File: src/sv/xoodoo_pkg.sv
// Shared types, constants and helpers for the Xoodoo permutation block.
// Used by xoodoo_round and xoodoo_permutation_top.
package xoodoo_pkg;

  localparam int unsigned LaneW     = 32;
  localparam int unsigned NumLanes  = 12;
  localparam int unsigned NumCols   = 4;
  localparam int unsigned MaxRounds = 12;
  localparam int unsigned RoundW    = 4;

  localparam int unsigned ThetaRotA = 5;
  localparam int unsigned ThetaRotB = 14;
  localparam int unsigned WestRot   = 11;
  localparam int unsigned EastRot1  = 1;
  localparam int unsigned EastRot2  = 8;

  typedef logic [LaneW-1:0]      lane_t;
  typedef lane_t [NumLanes-1:0]  state_t;
  typedef logic [RoundW-1:0]     round_t;

  localparam round_t RoundsReset = round_t'(MaxRounds);

  // Round constant by round index counted down to zero at the last round.
  localparam lane_t IotaRc [MaxRounds] = '{
    32'h0000_0012, 32'h0000_01A0, 32'h0000_00F0, 32'h0000_0380,
    32'h0000_002C, 32'h0000_0060, 32'h0000_0014, 32'h0000_0120,
    32'h0000_00D0, 32'h0000_03C0, 32'h0000_0038, 32'h0000_0058
  };

  function automatic lane_t rotl(lane_t v, int unsigned r);
    return (v << r) | (v >> (LaneW - r));
  endfunction

endpackage

File: src/sv/xoodoo_round.sv
// One Xoodoo round: theta, rho-west, iota, chi, rho-east.
// Depends on xoodoo_pkg for lane types, rotations and the round constants.
module xoodoo_round (
  input  xoodoo_pkg::state_t state_i,
  input  xoodoo_pkg::round_t rnd_i,
  output xoodoo_pkg::state_t state_o
);

  xoodoo_pkg::lane_t  par [xoodoo_pkg::NumCols];
  xoodoo_pkg::lane_t  eff [xoodoo_pkg::NumCols];
  xoodoo_pkg::state_t th;
  xoodoo_pkg::state_t wst;
  xoodoo_pkg::state_t chi;

  always_comb begin
    for (int x = 0; x < 4; x++) begin
      par[x] = state_i[x] ^ state_i[4+x] ^ state_i[8+x];
    end
    for (int x = 0; x < 4; x++) begin
      eff[x] = xoodoo_pkg::rotl(par[(x+3)&3], xoodoo_pkg::ThetaRotA) ^
               xoodoo_pkg::rotl(par[(x+3)&3], xoodoo_pkg::ThetaRotB);
    end
    for (int y = 0; y < 3; y++) begin
      for (int x = 0; x < 4; x++) begin
        th[4*y+x] = state_i[4*y+x] ^ eff[x];
      end
    end
    for (int x = 0; x < 4; x++) begin
      wst[x]   = th[x];
      wst[4+x] = th[4+((x+3)&3)];
      wst[8+x] = xoodoo_pkg::rotl(th[8+x], xoodoo_pkg::WestRot);
    end
    wst[0] = wst[0] ^ xoodoo_pkg::IotaRc[rnd_i];
    for (int x = 0; x < 4; x++) begin
      chi[x]   = wst[x]   ^ (~wst[4+x] & wst[8+x]);
      chi[4+x] = wst[4+x] ^ (~wst[8+x] & wst[x]);
      chi[8+x] = wst[8+x] ^ (~wst[x]   & wst[4+x]);
    end
    for (int x = 0; x < 4; x++) begin
      state_o[x]   = chi[x];
      state_o[4+x] = xoodoo_pkg::rotl(chi[4+x], xoodoo_pkg::EastRot1);
      state_o[8+x] = xoodoo_pkg::rotl(chi[8+((x+2)&3)], xoodoo_pkg::EastRot2);
    end
  end

endmodule

File: src/sv/xoodoo_permutation_top.sv
// Xoodoo 384-bit permutation engine, one round per clock on a state register.
// Depends on xoodoo_pkg and xoodoo_round.
//
// Usage:
//   Command channel: a state of twelve 32-bit lanes is taken at a rising edge
//   with start high and busy low. Lane index is 4*plane + column.
//   Result channel: done_o is high for one cycle while out_lane_*_o carry the
//   permuted state; the result transfers at the edge ending that cycle.
//   Round count: cfg_we_i writes cfg_wdata_i into the round count register
//   (reset 12); values above 12 run 12 rounds, zero passes the state through.
//   Write it only while the block is idle.
//   Rounds: with n effective rounds, busy stays high while one round unit
//   updates the state register once per round; done_o rises together with
//   the final state (with the loaded state when n is zero).
//   Back-to-back: no command is taken while busy; a new command may transfer in
//   the cycle done_o is high.
//   Reset: asynchronous, active low; clears busy, done_o and sets the round
//   count to 12. The receiver cannot stall, so no result is ever held back.
module xoodoo_permutation_top (
  input  logic        clk_i,
  input  logic        rst_ni,
  input  logic        start,
  output logic        busy,
  input  logic        cfg_we_i,
  input  logic [3:0]  cfg_wdata_i,
  input  logic [31:0] in_lane_0_i,
  input  logic [31:0] in_lane_1_i,
  input  logic [31:0] in_lane_2_i,
  input  logic [31:0] in_lane_3_i,
  input  logic [31:0] in_lane_4_i,
  input  logic [31:0] in_lane_5_i,
  input  logic [31:0] in_lane_6_i,
  input  logic [31:0] in_lane_7_i,
  input  logic [31:0] in_lane_8_i,
  input  logic [31:0] in_lane_9_i,
  input  logic [31:0] in_lane_10_i,
  input  logic [31:0] in_lane_11_i,
  output logic        done_o,
  output logic [31:0] out_lane_0_o,
  output logic [31:0] out_lane_1_o,
  output logic [31:0] out_lane_2_o,
  output logic [31:0] out_lane_3_o,
  output logic [31:0] out_lane_4_o,
  output logic [31:0] out_lane_5_o,
  output logic [31:0] out_lane_6_o,
  output logic [31:0] out_lane_7_o,
  output logic [31:0] out_lane_8_o,
  output logic [31:0] out_lane_9_o,
  output logic [31:0] out_lane_10_o,
  output logic [31:0] out_lane_11_o
);

  localparam logic StIdle = 1'b0;
  localparam logic StRun  = 1'b1;

  logic                 st_q, st_d;
  logic                 done_q, done_d;
  xoodoo_pkg::round_t   rnd_q, rnd_d;
  xoodoo_pkg::round_t   nrounds_q;
  xoodoo_pkg::round_t   neff;
  xoodoo_pkg::state_t   lanes_q, lanes_d;
  xoodoo_pkg::state_t   in_state;
  xoodoo_pkg::state_t   rnd_out;
  logic                 accept;

  assign in_state = {in_lane_11_i, in_lane_10_i, in_lane_9_i, in_lane_8_i,
                     in_lane_7_i,  in_lane_6_i,  in_lane_5_i, in_lane_4_i,
                     in_lane_3_i,  in_lane_2_i,  in_lane_1_i, in_lane_0_i};

  assign accept = start && (st_q == StIdle);
  assign neff   = (nrounds_q > xoodoo_pkg::RoundsReset) ? xoodoo_pkg::RoundsReset
                                                        : nrounds_q;

  xoodoo_round u_round (
    .state_i (lanes_q),
    .rnd_i   (rnd_q),
    .state_o (rnd_out)
  );

  always_comb begin
    st_d    = st_q;
    done_d  = 1'b0;
    rnd_d   = rnd_q;
    lanes_d = lanes_q;
    unique case (st_q)
      StIdle: begin
        if (accept) begin
          lanes_d = in_state;
          if (neff == '0) begin
            done_d = 1'b1;
          end else begin
            rnd_d = neff - 1'b1;
            st_d  = StRun;
          end
        end
      end
      StRun: begin
        lanes_d = rnd_out;
        rnd_d   = rnd_q - 1'b1;
        if (rnd_q == '0) begin
          st_d   = StIdle;
          done_d = 1'b1;
        end
      end
      default: st_d = StIdle;
    endcase
  end

  always_ff @(posedge clk_i or negedge rst_ni) begin
    if (!rst_ni) begin
      st_q      <= StIdle;
      done_q    <= 1'b0;
      rnd_q     <= '0;
      nrounds_q <= xoodoo_pkg::RoundsReset;
    end else begin
      st_q   <= st_d;
      done_q <= done_d;
      rnd_q  <= rnd_d;
      if (cfg_we_i) begin
        nrounds_q <= cfg_wdata_i;
      end
    end
  end

  always_ff @(posedge clk_i) begin
    lanes_q <= lanes_d;
  end

  assign busy          = (st_q == StRun);
  assign done_o        = done_q;
  assign out_lane_0_o  = lanes_q[0];
  assign out_lane_1_o  = lanes_q[1];
  assign out_lane_2_o  = lanes_q[2];
  assign out_lane_3_o  = lanes_q[3];
  assign out_lane_4_o  = lanes_q[4];
  assign out_lane_5_o  = lanes_q[5];
  assign out_lane_6_o  = lanes_q[6];
  assign out_lane_7_o  = lanes_q[7];
  assign out_lane_8_o  = lanes_q[8];
  assign out_lane_9_o  = lanes_q[9];
  assign out_lane_10_o = lanes_q[10];
  assign out_lane_11_o = lanes_q[11];

endmodule

File: config.mk
export PLATFORM = sky130hd
export DESIGN_NAME = xoodoo_permutation_top
export DESIGN_NICKNAME = d
export VERILOG_FILES = /design/src/sv/xoodoo_pkg.sv /design/src/sv/xoodoo_round.sv /design/src/sv/xoodoo_permutation_top.sv
export SDC_FILE = /design/constraint.sdc
export NUM_CORES = 1
export LEC_CHECK = 0
export BUFFER_PORTS_ARGS = -buffer_cell sky130_fd_sc_hd__clkbuf_2
export CAP_MARGIN = 20
export CORE_AREA = 2 2 300 302
export CTS_CLUSTER_DIAMETER = 30
export DETAILED_ROUTE_END_ITERATION = 16
export DIE_AREA = 0 0 302 304
export GPL_ROUTABILITY_DRIVEN = 0
export PLACE_DENSITY = 0.64
export SYNTH_ARGS = -nofsm -noshare
export SYNTH_HDL_FRONTEND = slang
export SYNTH_HIERARCHICAL = 1
export SYNTH_SLANG_ARGS = --single-unit
File: constraint.sdc
create_clock -name clk_i -period 13.4 [get_ports clk_i]
set_input_delay 2.68 -clock clk_i [delete_from_list [all_inputs] [get_ports clk_i]]
set_output_delay 2.68 -clock clk_i [all_outputs]
set_load 0.1 [all_outputs]
# Yosys cells after proc, flatten, opt, wreduce, memory -nomap -nowiden
# Memory sizes are Yosys's and may differ from the RTL's.
# Index checks and enable logic that the tools add are counted.
[op_classes]
n_addsub = 2
magnitude_cmp = 2
n_eq_ne = 2
muxes = 16
bitwise = 83
n_reduce_logical = 4
[ops]
columns = ["op", "n"]
rows = [
  ["32-bit XOR", 37],
  ["384-bit one-hot mux with 2 select lines", 1],
  ["32-bit AND", 12],
  ["384-bit 2-to-1 mux", 1],
  ["32-bit NOT", 12],
  ["32-bit by 1-bit bitwise OR with 32-bit output", 4],
  ["32-bit by 11-bit bitwise OR with 32-bit output", 4],
  ["32-bit by 14-bit bitwise OR with 32-bit output", 4],
  ["32-bit by 5-bit bitwise OR with 32-bit output", 4],
  ["32-bit by 8-bit bitwise OR with 32-bit output", 4],
  ["32-bit 2-to-1 mux", 2],
  ["4-bit 2-to-1 mux", 3],
  ["4-bit zero test", 2],
  ["4-bit one-hot mux with 2 select lines", 1],
  ["4-bit by 1-bit subtractor with 4-bit output (second input constant)", 2],
  ["1-bit 2-to-1 mux", 6],
  ["5-bit >= comparator (second input constant)", 1],
  ["4-bit NOT with 5-bit output", 1],
  ["4-bit greater-than comparator (second input constant)", 1],
  ["2-bit != test (second input constant)", 2],
  ["1-bit one-hot mux with 2 select lines", 2],
  ["2-bit AND reduction", 1],
  ["1-bit logical AND", 1],
  ["1-bit NOT", 1],
]
[word_totals]
register_bits = 394
mem_bits_ro = 512
output_inout_bits = 386
wordCells = 126
mem_count = 1
[memory_table]
columns = ["memory", "words", "width", "rd", "rd_clocked_by_memory_dff", "wr", "line_no", "text"]
rows = [
  ["(name not given)", 16, 32, 1, 0, 0, "xoodoo_round.sv:33", "wst[0] = wst[0] ^ xoodoo_pkg::IotaRc[rnd_i];"],
]

# Longest topological paths before layout
[depth]
depth_word = 11
depth_mapped = 9
mapped_depth_nobuf = 8

# Cells and area by module
# Netlist, hierarchy kept.
[modules_own_cells]
columns = ["module", "n_inst", "cells_each", "area_each_um2", "seq_area_each_um2"]
rows = [
  ["xoodoo_permutation_top", 1, 860, 16590.9, 11783.8],
  ["xoodoo_round", 1, 1443, 14211.1, 0.0],
]

# Least setup slack after synthesis
# OpenSTA, ideal clock, no wires.
[synth_timing]
path_type = "input -> register"
start = "input port start"
end = "register lanes_q (netlist bit out_lane_0_o[0]), enable pin"
arrival_time_ns = 7.284
required_time_ns = 12.811
slack_ns = 5.527
path_stages = 1
path_buffers = 0
cell_sequence = "or2_2"
[synth_via]
elab_chain_cells = 2
[synth_rtl]
columns = ["item", "line_no", "text"]
rows = [
  ["from (decl)", "xoodoo_permutation_top.sv:22", "input logic start,"],
  ["1-bit logical AND", "xoodoo_permutation_top.sv:70", "assign accept = start && (st_q == StIdle);"],
  ["2-bit != test (no line)", "n/a", ""],
  ["to (signal assigned)", "xoodoo_permutation_top.sv:126", "lanes_q <= lanes_d;"],
  ["to (decl)", "xoodoo_permutation_top.sv:61", "xoodoo_pkg::state_t lanes_q, lanes_d;"],
]
# No other way between the ends.
# A chain may end at the register's enable or synchronous reset.

# Worst setup path in the final report
[layout_timing]
start = "input port start"
end = "register lanes_q (netlist bit out_lane_9_o[1]), enable pin"
# Same word-level chain as after synthesis.

==> out/results.tsv <==
metric	value	unit
detail-routed via count per cell	5.22	
via count of the first global-routing pass	22900	
CP dominant cell by count	sky130_fd_sc_hd__buf_4	
gr ovfl total	0	
flip-flop and latch count after synthesis	394	
Netlist cell types	39	
total I/O pin count	778	
cell area after technology mapping	30800	um2
Tmin final	4.62	ns
Max-slew headroom	0.237	
ratio of cells with drive above 1 in the final layout	0.459	
data arrival time of the worst path	4.92	ns
average cell area after synthesis	13.4	um2
Place WS	7.72	ns
global-route wire length before repair	210000	um
area overhead of the layout relative to synthesis	30.9	%
total clock buffers created by CTS	117	
count of TritonRoute iterations in the first routing pass	5	
largest net degree at the start of global routing	74	
Post-CTS Setup Inserts	0	
type of element capturing the critical path	register	
net count of the mapped netlist	2703	
series of cell instances along the critical path	clkbuf_2 -> or2_4 -> buf_4 -> buf_4	
Setup Skew	0.0309	ns
Post-Syn Instances	2303	
routed len/inst	37.2	um
measured slew at the worst slew-check pin	1.14	ns
fill cell total of the finished layout	8314	
final routed DRC violation total	0	
Die Area	91800	um2
post-layout worst setup margin	8.78	ns
post-route worst hold slack	0.567	ns
worst endpoint required time	13.70	ns
count of final max-slew check failures	0	
post-route antenna net violation count	0	
commonest cells after routing, fill and taps aside	sky130_fd_sc_hd__clkbuf_2 (777), sky130_fd_sc_hd__mux2_2 (389), sky130_fd_sc_hd__xnor2_1 (385)	
Global Route Usage Sum	0.352	
crit start category	input port	
insertion delay of the later-clocked pin in the worst-skew pair	0.69	ns
placed wire-length estimate after detailed placement	142000	um
total area of sequential cells	11800	um2
clock transition at the register clock pins on the worst setup and hold paths after CTS	0.04	ns
setup repair after global routing missed its margin	false	
initial antenna violation count	38	
proportion of synthesized chip area in sequential cells	0.383	
max-cap check violation count	0	
type of the worst setup path	in -> reg	
detailed-route via count	23300	
Die X-Extent	302	um
CP max stage delay	0.76	ns
number of synthesis warnings	6	
largest fanout on the critical path	58	
Achievable Freq	216	MHz
effective utilization at floorplan	0.346	
Die H	304	um
clock sink count	394	
count of routing violations after the opening detailed-route iteration	2658	
Floorplan Core Area	89000	um2
Rows	110	
outcome	completed	
Final nets	3567	
multi-input gate area in the final layout	18800	um2
master cell of the clock root buffer	sky130_fd_sc_hd__clkbuf_16	
total routed wirelength	166000	um
total number of H-tree levels	3	
clock tree from TritonCTS	built	
most common cell after layout, fill and taps aside	sky130_fd_sc_hd__clkbuf_2	
hold bufs inserted after CTS	0	
final count of negative-setup-slack endpoints	0	
Hold Fails Final Rpt	0	
type of the tightest min-delay check	reg -> reg	
Post-Route Setup TNS	0	ns
maximum clock path buffer count	3	
cell with the largest stage delay on the worst path	sky130_fd_sc_hd__buf_4	
number of instances resized during post-cts repair	0	
# port buffers	777	
ratio of final minimum period to clock period	0.345	
-- worst paths after layout --
kind                       slack, ns               end             start  cells past startpoint
min in group asynchronous       1.86      nrounds_q[1]            rst_ni                      1
max in group asynchronous      11.28      nrounds_q[3]            rst_ni                      1
max                             8.78   out_lane_9_o[1]             start                      4
max reg2reg                     9.71  out_lane_8_o[10]  out_lane_8_o[20]                      6
min reg2reg                     0.57      nrounds_q[0]      nrounds_q[0]                      1
min                             0.57      nrounds_q[0]      nrounds_q[0]                      1
-- critical path: cells and delay by family --
kind,cells,cell delay [ns]
AND/OR/NAND/NOR,1,0.51
buffers and inverters,3,1.61
-- flip-flops by register name, summed over array words and instances, names as in the netlist --
signal,flops
out_lane_0_o,32
out_lane_10_o,32
out_lane_11_o,32
out_lane_1_o,32
out_lane_2_o,32
out_lane_3_o,32
out_lane_4_o,32
out_lane_5_o,32
out_lane_6_o,32
out_lane_7_o,32
out_lane_8_o,32
out_lane_9_o,32
nrounds_q,4
rnd_q,4
busy,1
done_o,1
-- through the flow --
step                std cells  instance area [um2]  utilization
floorplan                2303                30800            -
global placement         4223                36000        0.405
detailed placement       4223                36000        0.405
CTS                      4442                40200        0.452
global route             4446                40300        0.452
finish                   4459                40300        0.453
-- cell families after synthesis --
group / Yosys count / share of synthesized area
buffers and inverters: 49 / 0.00780
XOR/XNOR: 1028 / 0.385
flip-flops: 394 / 0.383
multiplexers: 393 / 0.144
AND/OR/NAND/NOR: 415 / 0.0747
adder cells (fa/ha/maj): 8 / 0.00325
AO/OA/AOI/OAI: 16 / 0.00353
-- per-layer routing --
metal / track usage / share of wire / vias to the layer above
li1: - / - / 9739
met1: 0.404 / 0.35 / 11700
met2: 0.556 / 0.46 / 1474
met3: 0.140 / 0.13 / 378
met4: 0.199 / 0.064 / 44
met5: 0 / 0.0017 / -
-- cell type report --
type / instances / share of cell area
multi-input cells: 1860 / 0.466
diodes: 16 / 0.000993
inverters: 3 / 0.000279
flip-flops and latches: 394 / 0.292
well taps: 1176 / 0.0365
clock inverters: 85 / 0.0302
repair buffers: 791 / 0.0994
clock buffers: 134 / 0.0742
-- cells in the mapped netlist (all sizes together) --
| cell | number | area (um2) |
|---|---|---|
| xnor2 | 509 | 5430 |
| xor3 | 2 | 47.6 |
| nor4 | 2 | 12.5 |
| a222oi | 1 | 10.0 |
| nand2 | 62 | 233 |
| or3b | 1 | 8.76 |
| mux2 | 390 | 4390 |
| nor3 | 1 | 5.00 |
| a21oi | 3 | 15.0 |
| or2 | 1 | 6.26 |
| nand2b | 52 | 333 |
| nor2 | 60 | 225 |
| a21boi | 1 | 7.51 |
| xor2 | 384 | 3360 |
| xnor3 | 133 | 3000 |
| buf | 40 | 206 |
| a22oi | 1 | 7.51 |
| ha | 8 | 100 |
| edfxtp | 384 | 11500 |
| o31a | 3 | 26.3 |
| mux2i | 3 | 30.0 |
| o41ai | 1 | 8.76 |
| a311oi | 1 | 8.76 |
| dfstp | 2 | 52.6 |
| nor2b | 229 | 1430 |
| inv | 3 | 11.3 |
| nor3b | 2 | 15.0 |
| dfrtp | 8 | 200 |
| and3 | 1 | 6.26 |
| or3 | 1 | 6.26 |
| and2 | 3 | 18.8 |
| clkbuf | 6 | 22.5 |
| o21ai | 5 | 25.0 |
Power is not shown: default switching activity piles up to over one toggle a cycle in this logic, so the estimate is an artifact.
